**src/design/scc_pkg.sv**
```systemverilog
`default_nettype none

package scc_pkg;

    localparam int VERTEX_W = 5;
    localparam int COMP_W   = 5;
    localparam int CFG_W    = 6;

    typedef enum logic [2:0] {
        ST_LOAD,
        ST_F_SCAN,
        ST_F_WALK,
        ST_R_SCAN,
        ST_R_WALK
    } state_t;

    // Commands from the controller to the datapath.
    typedef struct packed {
        logic store_arc;
        logic init;
        logic scan_adv;
        logic root;
        logic walk_step;
        logic comp_inc;
        logic rev_setup;
        logic clear_rows;
        logic reverse;
    } cmd_t;

    // Status from the datapath to the controller.
    typedef struct packed {
        logic scan_done;
        logic scan_visited;
        logic depth_zero;
        logic cand_found;
        logic out_free;
    } sts_t;

endpackage

`default_nettype wire

```
**src/design/scc_ctrl.sv**
```systemverilog
`default_nettype none

module scc_ctrl (
    input  wire logic          clk,
    input  wire logic          rst_n,
    input  wire logic          in_valid,
    input  wire logic          last_arc,
    input  wire scc_pkg::sts_t sts,
    output scc_pkg::cmd_t      cmd,
    output logic               in_stall
);
    import scc_pkg::*;

    state_t state_reg;
    state_t state_next;

    always_ff @(posedge clk or negedge rst_n)
    begin
        if (!rst_n)
        begin
            state_reg <= ST_LOAD;
        end
        else
        begin
            state_reg <= state_next;
        end
    end

    always_comb
    begin
        state_next = state_reg;
        case (state_reg)
            ST_LOAD:
            begin
                if (in_valid && last_arc)
                begin
                    state_next = ST_F_SCAN;
                end
            end
            ST_F_SCAN:
            begin
                if (sts.scan_done)
                begin
                    state_next = ST_R_SCAN;
                end
                else if (!sts.scan_visited)
                begin
                    state_next = ST_F_WALK;
                end
            end
            ST_F_WALK:
            begin
                if (sts.depth_zero)
                begin
                    state_next = ST_F_SCAN;
                end
            end
            ST_R_SCAN:
            begin
                if (sts.scan_done)
                begin
                    state_next = ST_LOAD;
                end
                else if (!sts.scan_visited && sts.out_free)
                begin
                    state_next = ST_R_WALK;
                end
            end
            ST_R_WALK:
            begin
                if (sts.depth_zero)
                begin
                    state_next = ST_R_SCAN;
                end
            end
            default:
            begin
                state_next = ST_LOAD;
            end
        endcase
    end

    always_comb
    begin
        cmd      = '0;
        in_stall = 1'b1;
        case (state_reg)
            ST_LOAD:
            begin
                in_stall      = 1'b0;
                cmd.store_arc = in_valid;
                cmd.init      = in_valid && last_arc;
            end
            ST_F_SCAN:
            begin
                if (sts.scan_done)
                begin
                    cmd.rev_setup = 1'b1;
                end
                else if (sts.scan_visited)
                begin
                    cmd.scan_adv = 1'b1;
                end
                else
                begin
                    cmd.scan_adv = 1'b1;
                    cmd.root     = 1'b1;
                end
            end
            ST_F_WALK:
            begin
                cmd.walk_step = !sts.depth_zero;
            end
            ST_R_SCAN:
            begin
                cmd.reverse = 1'b1;
                if (sts.scan_done)
                begin
                    cmd.clear_rows = 1'b1;
                end
                else if (sts.scan_visited)
                begin
                    cmd.scan_adv = 1'b1;
                end
                else if (sts.out_free)
                begin
                    cmd.scan_adv = 1'b1;
                    cmd.root     = 1'b1;
                end
            end
            ST_R_WALK:
            begin
                cmd.reverse = 1'b1;
                if (sts.depth_zero)
                begin
                    cmd.comp_inc = 1'b1;
                end
                else if (!sts.cand_found || sts.out_free)
                begin
                    cmd.walk_step = 1'b1;
                end
            end
            default:
            begin
                cmd = '0;
            end
        endcase
    end

endmodule

`default_nettype wire

```
**config.mk**
```make
export PLATFORM = sky130hd
export DESIGN_NAME = scc_ctrl
export DESIGN_NICKNAME = d
export VERILOG_FILES = /design/src/design/scc_pkg.sv /design/src/design/scc_ctrl.sv
export SDC_FILE = /design/constraint.sdc
export NUM_CORES = 1
export LEC_CHECK = 0
export BUFFER_PORTS_ARGS = -buffer_cell sky130_fd_sc_hd__buf_2
export CAP_MARGIN = 20
export CORE_AREA = 8 8 45 47
export DETAILED_ROUTE_END_ITERATION = 12
export DIE_AREA = 0 0 53 55
export PLACE_DENSITY = 0.51
export SLEW_MARGIN = 40
export SYNTH_ARGS = -nofsm -noshare
export SYNTH_HDL_FRONTEND = slang
export SYNTH_SLANG_ARGS = --single-unit
```
**constraint.sdc**
```tcl
create_clock -name clk -period 1.4 [get_ports clk]
set_input_delay 0.21 -clock clk [delete_from_list [all_inputs] [get_ports clk]]
set_output_delay 0.21 -clock clk [all_outputs]
set_load 0.01 [all_outputs]
```
# [Word level (Yosys, flattened, before mapping)]
# Index checks and enable logic that the tools add are counted.
[word_totals] ff_bits=3 output_inout_bits=10
[classes] n_eq_ne=9 muxes=26 reduce_logical=9
[op_table] op="3-bit two-way mux" count=7
[op_table] op="3-bit one-hot mux with 5 select lines" count=1
[op_table] op="1-bit two-way mux" count=12
[op_table] op="2-bit two-way mux" count=4
[op_table] op="3-bit by 2-bit equality test with 1-bit output (second input constant)" count=2
[op_table] op="2-bit != test (second input constant)" count=3
[op_table] op="3-bit != test (second input constant)" count=2
[op_table] op="5-bit AND reduction" count=1
[op_table] op="2-bit one-hot mux with 2 select lines" count=1
[op_table] op="3-bit by 1-bit equality test with 1-bit output (second input constant)" count=1
[op_table] op="3-bit equality test (second input constant)" count=1
[op_table] op="1-bit logical NOT" count=3
[op_table] op="3-bit logical NOT" count=1
[op_table] op="1-bit logical AND" count=2
[op_table] op="1-bit one-hot mux with 2 select lines" count=1
[op_table] op="2-bit OR reduction" count=1
[op_table] op="1-bit logical OR" count=1

# [Depth between registers and ports, before layout]
# Gate-level depths: netlist of run 1.
[depth] ltp_word=5 ltp_mapped=3 depth_no_buf=3

# [Least setup slack after synthesis of run 1]
# Ideal clock, no wire load.
[synth_path] path_kind="register to output" from="reg state_reg[0]" to="out cmd[7] in the netlist's numbering" required_time_ns=1.190 arrival_ns=1.082 path_stages_with_launch=3 path_slack_ns=0.108 path_buffers=0 path_cell_list="dfrtp_1 or3_1 nor2_1"
[synth_rtl] element="from (decl)" line_no="scc_ctrl.sv:14" rtl="state_t state_reg;"
[synth_rtl] element="from (signal assigned)" line_no="scc_ctrl.sv:25" rtl="state_reg <= state_next;"
[synth_rtl] element="to (decl)" line_no="scc_ctrl.sv:9" rtl="output scc_pkg::cmd_t cmd,"

==> run_summary.xml, run 1 <==
<?xml version="1.0" encoding="UTF-8"?>
<metrics>
  <group name="cells_and_area">
    <metric name="final_design_area_no_fill" unit="µm²">598.1</metric>
    <metric name="number_of_flip_flops_under_the_largest_register_name" unit="">3</metric>
    <metric name="fin_nets" unit="">88</metric>
    <metric name="fin_cells" unit="">94</metric>
    <metric name="finalCoreUtilization" unit="%">43.22</metric>
    <metric name="post_route_cells_drive_above_1_share" unit="%">60.26</metric>
    <metric name="mostFrequentLayoutCells" unit="">sky130_fd_sc_hd__buf_2 (17), sky130_fd_sc_hd__buf_4 (12), sky130_fd_sc_hd__nand2_1 (5)</metric>
    <metric name="antennaDiodeCount" unit="">0</metric>
    <metric name="layout.cells.most_common" unit="">sky130_fd_sc_hd__buf_2</metric>
    <metric name="synth_to_final_area_change" unit="%">96.71</metric>
  </group>
  <group name="clock_tree">
    <metric name="ctsLongestPathBuffers" unit="">2</metric>
    <metric name="worst_skew_pair_later_pin_latency" unit="ns">0.23</metric>
    <metric name="clock_tree.root_cell" unit="">sky130_fd_sc_hd__clkbuf_4</metric>
    <metric name="ctsHtreeMaxLevel" unit="">1</metric>
    <metric name="cts_inserted_buffers" unit="">3</metric>
    <metric name="cts_tree" unit="">yes</metric>
    <metric name="clkSinkCount" unit="">3</metric>
    <metric name="path_clk_slew" unit="ns">0.04</metric>
  </group>
  <group name="timing">
    <metric name="rsz0062_at_grt" unit="">yes</metric>
    <metric name="max_freq" unit="GHz">0.6179</metric>
    <metric name="finalWorstSetupSlack" unit="ns">-0.2184</metric>
    <metric name="min_period" unit="ns">1.618</metric>
    <metric name="tightest_slew" unit="ns">0.2537</metric>
    <metric name="finalClockSkew" unit="ns">0.002755</metric>
    <metric name="setup-tns-final" unit="ns">-1.242</metric>
    <metric name="finalHoldViolations" unit="">0</metric>
    <metric name="number_of_pins_exceeding_their_max_slew_limit_in_the_final_report" unit="">0</metric>
    <metric name="setup_viol" unit="">11</metric>
    <metric name="timing.max_slew.rel_slack" unit="%">83.05</metric>
    <metric name="post-route-period-util" unit="%">115.6</metric>
  </group>
  <group name="critical_path">
    <metric name="crit-reg2reg-launch" unit="">state_reg[0]$_DFFE_PN0P_</metric>
    <metric name="startpoint_type" unit="">flop</metric>
    <metric name="worstRegToRegCells" unit="">8</metric>
    <metric name="critical_path.max_fanout" unit="">7</metric>
    <metric name="setup.worst_path.class" unit="">flop to output pin</metric>
    <metric name="critical_path_required" unit="ns">1.19</metric>
    <metric name="critical_path.endpoint_type" unit="">output pin</metric>
    <metric name="cell_breakdown_of_the_critical_path" unit="">nand2b_4 -&gt; or2_4 -&gt; nor3_2 -&gt; buf_2</metric>
    <metric name="crit-reg2reg-capture" unit="">state_reg[2]$_DFFE_PN0P_</metric>
    <metric name="cp_peak_stage_delay" unit="ns">0.44</metric>
    <metric name="r2r_slack" unit="ns">-0.10</metric>
    <metric name="worstPathArrival" unit="ns">1.41</metric>
    <metric name="critical-path-slowest-cell" unit="">sky130_fd_sc_hd__dfrtp_2</metric>
  </group>
  <group name="floorplan">
    <metric name="floorplan.die.height" unit="µm">55</metric>
    <metric name="std_cell_rows" unit="">14</metric>
    <metric name="design.die.area" unit="µm²">2915</metric>
    <metric name="fp.dieW" unit="µm">53</metric>
    <metric name="floorplan.io_pins" unit="">19</metric>
    <metric name="initial_core_util" unit="%">21.97</metric>
    <metric name="core_area" unit="µm²">1384</metric>
  </group>
  <group name="detailed_routing">
    <metric name="wl_per_cell" unit="µm">13.03</metric>
    <metric name="detail_route.wirelength" unit="µm">1225</metric>
    <metric name="routed_via_density" unit="">4.638</metric>
    <metric name="drtAntennaViolNets" unit="">0</metric>
    <metric name="initialDrtViolationCount" unit="">8</metric>
    <metric name="dr.pass1.iters" unit="">4</metric>
    <metric name="detail_route.drc_violations" unit="">0</metric>
    <metric name="vias" unit="">436</metric>
  </group>
  <group name="worst_hold_path">
    <metric name="worstHoldEndpoint" unit="">state_reg[2]$_DFFE_PN0P_</metric>
    <metric name="min_path_cells" unit="">2</metric>
    <metric name="min-delay-path-class" unit="">input port to flop</metric>
    <metric name="hold_path_startpoint" unit="">sts[2]</metric>
  </group>
  <group name="power_and_ir_drop">
    <metric name="vdd_ir_drop_max" unit="V">0.0004503</metric>
    <metric name="p_leak" unit="nW">0.3129</metric>
    <metric name="powerDensity" unit="nW/µm²">1648</metric>
  </group>
  <group name="global_routing">
    <metric name="antenna_found_initial" unit="">0</metric>
    <metric name="grt_pass1_vias" unit="">445</metric>
    <metric name="global_route_wire_length_before_repair" unit="µm">1835</metric>
    <metric name="grt.overflow.total" unit="">0</metric>
    <metric name="grt_max_degree" unit="">9</metric>
    <metric name="globalRouteTotalUtil" unit="%">8.525</metric>
  </group>
  <group name="flow_run">
    <metric name="cap_viol_max_count" unit="">0</metric>
  </group>
  <group name="yosys">
    <metric name="synth-warning-count" unit="">0</metric>
    <metric name="avgSynthCellArea" unit="µm²">7.239</metric>
    <metric name="synth_nets" unit="">51</metric>
    <metric name="syn-cell-area" unit="µm²">304.0</metric>
    <metric name="postSynthRegisterBits" unit="">3</metric>
    <metric name="distinct_cell_type_count_after_synthesis" unit="">23</metric>
    <metric name="syn-instance-count" unit="">42</metric>
    <metric name="share_of_the_yosys_chip_area_belonging_to_registers" unit="%">24.69</metric>
  </group>
  <group name="placed_design">
    <metric name="port_buffers" unit="">18</metric>
    <metric name="detailed_place_hpwl" unit="µm">811.3</metric>
    <metric name="gp_congestion" unit="">0.7537</metric>
    <metric name="postPlaceCellArea" unit="µm²">429.2</metric>
    <metric name="placement.setup.worst_slack" unit="ns">0.01862</metric>
    <metric name="numPlacedInstances" unit="">78</metric>
  </group>
  <group name="status">
    <metric name="outcome" unit="">finished, violations left</metric>
    <metric name="failed_checks" unit="">negative setup slack</metric>
  </group>
</metrics>
-- synthesized netlist by cell type --
library cell                n  area [µm²]
sky130_fd_sc_hd__nand2_1    5       18.77
sky130_fd_sc_hd__nor2_1     5       18.77
sky130_fd_sc_hd__a21oi_1    3       15.01
sky130_fd_sc_hd__dfrtp_1    3       75.07
sky130_fd_sc_hd__inv_1      3       11.26
sky130_fd_sc_hd__nor2b_1    3       18.77
sky130_fd_sc_hd__and2_1     2       12.51
sky130_fd_sc_hd__nand2b_1   2       12.51
sky130_fd_sc_hd__or3_1      2       12.51
sky130_fd_sc_hd__and2b_1    1       7.510
sky130_fd_sc_hd__and3_1     1       6.260
sky130_fd_sc_hd__and3b_1    1       8.760
sky130_fd_sc_hd__mux2i_1    1       10.01
sky130_fd_sc_hd__nand3_1    1       5.000
sky130_fd_sc_hd__nand3b_1   1       7.510
sky130_fd_sc_hd__nor3_1     1       5.000
sky130_fd_sc_hd__nor3_2     1       10.01
sky130_fd_sc_hd__o2111ai_2  1       15.01
sky130_fd_sc_hd__o21ai_0    1       5.000
sky130_fd_sc_hd__o21ai_1    1       5.000
sky130_fd_sc_hd__o22ai_1    1       6.260
sky130_fd_sc_hd__o2bb2ai_1  1       8.760
sky130_fd_sc_hd__or2_4      1       8.760
-- worst max path at each step --
stage | start | endpoint | slack, ns | cells past startpoint
after global routing | state_reg[2]$_DFFE_PN0P_ | cmd[5] | -0.25 | 4
after CTS | state_reg[2]$_DFFE_PN0P_ | cmd[5] | -0.19 | 4
after global placement | state_reg[2]$_DFFE_PN0P_ | cmd[5] | 0.06 | 4
after detailed placement | state_reg[2]$_DFFE_PN0P_ | cmd[5] | 0.02 | 4
final | state_reg[2]$_DFFE_PN0P_ | cmd[5] | -0.22 | 4
after floorplan | state_reg[0]$_DFFE_PN0P_ | cmd[7] | 0.11 | 2
-- cells by family (layout without fill, tap and decap cells) --
kind of cell,Yosys count,in the layout,synth area share [%]
compound gates,8,8,18.10
simple gates,27,27,50.21
buf+inv,3,39,3.703
flops,3,3,24.69
mux,1,1,3.292
-- cell type report --
cell class / instances / area (µm²)
Tap cell: 16 / 20.02
Sequential cell: 3 / 78.83
Clock buffer: 4 / 26.28
Fill cell: 143 / 785.8
Inverter: 3 / 11.26
Timing Repair Buffer: 32 / 207.7
Multi-Input combinational cell: 36 / 254.0
-- worst max-delay path, delay by kind of cell, from the launching register on --
kind / cells / cell delay (ns)
and+or+nand+nor: 3 / 0.58
DFF: 1 / 0.44
buffers and inverters: 1 / 0.16
-- routing by layer --
| layer | part of all wire [%] | track usage (%) | wire [µm] |
|---|---|---|---|
| met2 | 48 | 16.60 | 588 |
| met3 | 10 | 2.139 | 128 |
| met5 | 0 | 0 | 0 |
| met4 | 3.0 | 5.172 | 37 |
| met1 | 38 | 7.751 | 471 |
-- stage by stage --
| stage | hold slack (ns) | power (mW) |
|---|---|---|
| 6_report | 0.2727 | 0.9856 |
| 5_1_grt | 0.2711 | 1.060 |
| 4_1_cts | 0.2569 | 0.9419 |
| 3_5_place_dp | 0.008221 | 0.5931 |
| 3_3_place_gp | 0.007352 | 0.5928 |
| 2_1_floorplan | -0.08559 | 0.4088 |
-- where the power goes --
part           internal, mW  leakage (nW)  switching, mW  total, mW
Sequential            0.123        0.0347         0.0592      0.182
Combinational         0.362         0.263          0.290      0.651
Clock                 0.107        0.0150         0.0458      0.153
Total                 0.591         0.313          0.395      0.986
-- timing repair --
action                                 in CTS  in global routing
setup endpoints to repair                  10                 11
buffers inserted                            9                  2
hold buffers                                1                  0
pin swaps                                   2                  2
gates cloned                                0                  0
endpoints found under the hold margin       3                  0
resized for setup                          11                  2
(Power assumes the default switching activity.)
==> run 2: changes to the inputs <==
==> constraint.sdc (replaced) <==
create_clock -name clk -period 1.4 [get_ports clk]
set_input_delay 0.14 -clock clk [delete_from_list [all_inputs] [get_ports clk]]
set_output_delay 0.14 -clock clk [all_outputs]
set_load 0.01 [all_outputs]
==> run 2 against run 1 <==
  * The flow still finishes with violations (negative setup slack)
  * Hold slack got worse by 0.084 ns
  * Sequential share of layout area increased by 1.7 points
  * First-iteration DRC count increased by 50%
  * Clock-buffer cell count unchanged
  * Core utilization decreased by 5.1 points
  * Critical path depth unchanged
  * Die area unchanged
  * Design area decreased by 12%
  * Cell count decreased by 8.5%
  * Via count decreased by 6.2%
  * Maximum frequency increased by 9.7%
  * Critical path type unchanged
==> run_summary.xml, run 2 (synthesized netlist as in run 1, its figures left out) <==
<?xml version="1.0" encoding="UTF-8"?>
<metrics>
  <group name="status">
    <metric name="outcome" unit="">finished, violations left</metric>
    <metric name="failed_checks" unit="">negative setup slack</metric>
  </group>
  <group name="cells_and_area">
    <metric name="fin_nets" unit="">80</metric>
    <metric name="antennaDiodeCount" unit="">0</metric>
    <metric name="finalCoreUtilization" unit="%">38.16</metric>
    <metric name="post_route_cells_drive_above_1_share" unit="%">58.57</metric>
    <metric name="synth_to_final_area_change" unit="%">73.66</metric>
    <metric name="mostFrequentLayoutCells" unit="">sky130_fd_sc_hd__buf_2 (18), sky130_fd_sc_hd__nand2_1 (5), sky130_fd_sc_hd__buf_4 (4)</metric>
    <metric name="number_of_flip_flops_under_the_largest_register_name" unit="">3</metric>
    <metric name="layout.cells.most_common" unit="">sky130_fd_sc_hd__buf_2</metric>
  </group>
  <group name="floorplan">
    <metric name="core_area" unit="µm²">1384</metric>
    <metric name="design.die.area" unit="µm²">2915</metric>
    <metric name="initial_core_util" unit="%">21.97</metric>
    <metric name="floorplan.io_pins" unit="">19</metric>
    <metric name="floorplan.die.height" unit="µm">55</metric>
    <metric name="fp.dieW" unit="µm">53</metric>
    <metric name="std_cell_rows" unit="">14</metric>
  </group>
  <group name="global_routing">
    <metric name="antenna_found_initial" unit="">0</metric>
    <metric name="global_route_wire_length_before_repair" unit="µm">1621</metric>
    <metric name="grtUsageMet3" unit="%">5.080</metric>
    <metric name="globalRouteTotalUtil" unit="%">7.381</metric>
    <metric name="use_met2" unit="%">12.70</metric>
    <metric name="grt_pass1_vias" unit="">393</metric>
    <metric name="grt.overflow.total" unit="">0</metric>
    <metric name="gr-max-usage-layer" unit="">met2</metric>
    <metric name="use_met1" unit="%">7.306</metric>
    <metric name="grt_max_degree" unit="">10</metric>
  </group>
  <group name="clock_tree">
    <metric name="cts_tree" unit="">yes</metric>
    <metric name="ctsLongestPathBuffers" unit="">2</metric>
    <metric name="clkSinkCount" unit="">3</metric>
    <metric name="ctsHtreeMaxLevel" unit="">1</metric>
    <metric name="path_clk_slew" unit="ns">0.03</metric>
    <metric name="cts_inserted_buffers" unit="">3</metric>
    <metric name="clock_tree.root_cell" unit="">sky130_fd_sc_hd__clkbuf_4</metric>
    <metric name="worst_skew_pair_later_pin_latency" unit="ns">0.23</metric>
  </group>
  <group name="worst_hold_path">
    <metric name="min_path_cells" unit="">2</metric>
    <metric name="worstHoldEndpoint" unit="">state_reg[2]$_DFFE_PN0P_</metric>
    <metric name="min-delay-path-class" unit="">input port to flop</metric>
    <metric name="hold_path_startpoint" unit="">sts[2]</metric>
  </group>
  <group name="critical_path">
    <metric name="cp_peak_stage_delay" unit="ns">0.43</metric>
    <metric name="worstRegToRegCells" unit="">4</metric>
    <metric name="critical_path.endpoint_type" unit="">output pin</metric>
    <metric name="critical-path-slowest-cell" unit="">sky130_fd_sc_hd__dfrtp_2</metric>
    <metric name="critical_path.max_fanout" unit="">6</metric>
    <metric name="worstPathArrival" unit="ns">1.34</metric>
    <metric name="setup.worst_path.class" unit="">flop to output pin</metric>
    <metric name="startpoint_type" unit="">flop</metric>
    <metric name="cell_breakdown_of_the_critical_path" unit="">nand2b_4 -&gt; or2_4 -&gt; nor3_2 -&gt; buf_2</metric>
    <metric name="crit-reg2reg-capture" unit="">state_reg[0]$_DFFE_PN0P_</metric>
    <metric name="critical_path_required" unit="ns">1.26</metric>
    <metric name="r2r_slack" unit="ns">0.19</metric>
    <metric name="crit-reg2reg-launch" unit="">state_reg[2]$_DFFE_PN0P_</metric>
  </group>
  <group name="power_and_ir_drop">
    <metric name="net-switching-power" unit="mW">0.3570</metric>
    <metric name="vdd_ir_drop_max" unit="V">0.0003507</metric>
    <metric name="intPower" unit="mW">0.4988</metric>
    <metric name="power.combinational.fraction" unit="%">61.7</metric>
    <metric name="share_seq_of_total_power" unit="%">20.8</metric>
    <metric name="power_switching_share" unit="%">41.72</metric>
    <metric name="powerDensity" unit="nW/µm²">1621</metric>
    <metric name="p_leak" unit="nW">0.2744</metric>
    <metric name="clock_power_share" unit="%">17.5</metric>
    <metric name="finalPower" unit="mW">0.8559</metric>
  </group>
  <group name="detailed_routing">
    <metric name="routed_via_density" unit="">4.756</metric>
    <metric name="dr.pass1.iters" unit="">4</metric>
    <metric name="vias" unit="">409</metric>
    <metric name="wl_per_cell" unit="µm">11.83</metric>
    <metric name="initialDrtViolationCount" unit="">12</metric>
    <metric name="detail_route.wirelength" unit="µm">1017</metric>
    <metric name="drtAntennaViolNets" unit="">0</metric>
    <metric name="detail_route.drc_violations" unit="">0</metric>
  </group>
  <group name="timing">
    <metric name="timing.max_slew.rel_slack" unit="%">88.92</metric>
    <metric name="finalHoldViolations" unit="">0</metric>
    <metric name="number_of_pins_exceeding_their_max_slew_limit_in_the_final_report" unit="">0</metric>
    <metric name="post-route-period-util" unit="%">105.4</metric>
    <metric name="setup_viol" unit="">5</metric>
    <metric name="max_freq" unit="GHz">0.6776</metric>
    <metric name="rsz0062_at_grt" unit="">yes</metric>
    <metric name="finalWorstSetupSlack" unit="ns">-0.07572</metric>
    <metric name="min_period" unit="ns">1.476</metric>
    <metric name="tightest_slew" unit="ns">0.1616</metric>
    <metric name="finalClockSkew" unit="ns">0.002511</metric>
  </group>
  <group name="placed_design">
    <metric name="port_buffers" unit="">18</metric>
    <metric name="gp_congestion" unit="">0.7815</metric>
    <metric name="detailed_place_hpwl" unit="µm">758.2</metric>
  </group>
  <group name="flow_run">
    <metric name="cap_viol_max_count" unit="">0</metric>
  </group>
</metrics>
[run 2: worst max-delay path by stage]
stage                                  start      to  slack [ns]  cells past startpoint
floorplan           state_reg[0]$_DFFE_PN0P_  cmd[7]        0.18                      2
global placement    state_reg[2]$_DFFE_PN0P_  cmd[5]        0.13                      4
detailed placement  state_reg[2]$_DFFE_PN0P_  cmd[5]        0.10                      4
CTS                 state_reg[2]$_DFFE_PN0P_  cmd[5]        -0.1                      4
global route        state_reg[2]$_DFFE_PN0P_  cmd[5]       -0.15                      4
finish              state_reg[2]$_DFFE_PN0P_  cmd[5]       -0.08                      4
[run 2: layout make-up]
class	count	area, µm²
multi-input cells	36	256.5
well taps	16	20.02
fillers	157	855.8
flip-flops and latches	3	78.83
clock buffers	4	26.28
inverters	3	11.26
repair buffers	24	135.1
[run 2: routing by layer]
metal  vias up  part of all wire, %
met5         -                    0
met4         0                    0
met3         0                   12
met2        14                   49
met1       195                   39
li1        200                    -
[run 2: worst max-delay path: cells and delay by family, from the launching register on]
kind                   cells  cell delay, ns
buffers and inverters      1            0.14
flip-flops                 1            0.43
AND/OR/NAND/NOR            3            0.53
[run 2: timing repair]
item	CTS	global route
buffers inserted	2	3
pin swaps	0	2
hold buffers	1	0
setup endpoints to repair	8	10
endpoints found under the hold margin	3	0
resized for setup	8	5
[run 2: power groups by stage]
stage          sequential [mW]  clock (mW)  combinational (mW)
2_1_floorplan            0.159           0               0.250
3_5_place_dp             0.181           0               0.369
4_1_cts                  0.186       0.155               0.441
6_report                 0.178       0.150               0.528
3_3_place_gp             0.183           0               0.368
5_1_grt                  0.188       0.171               0.589
[run 2: per-stage QoR]
step / instances / TNS, ns / area, µm² / hold slack [ns] / setup WS [ns]
6_report: 86 / -0.1410 / 528.0 / 0.1882 / -0.07572
5_1_grt: 86 / -0.6010 / 528.0 / 0.1816 / -0.1467
4_1_cts: 83 / -0.3322 / 488.0 / 0.1734 / -0.09549
3_5_place_dp: 76 / 0 / 414.1 / -0.06253 / 0.1001
2_1_floorplan: 42 / 0 / 304.0 / -0.1556 / 0.1776
3_3_place_gp: 76 / 0 / 414.1 / -0.06240 / 0.1284
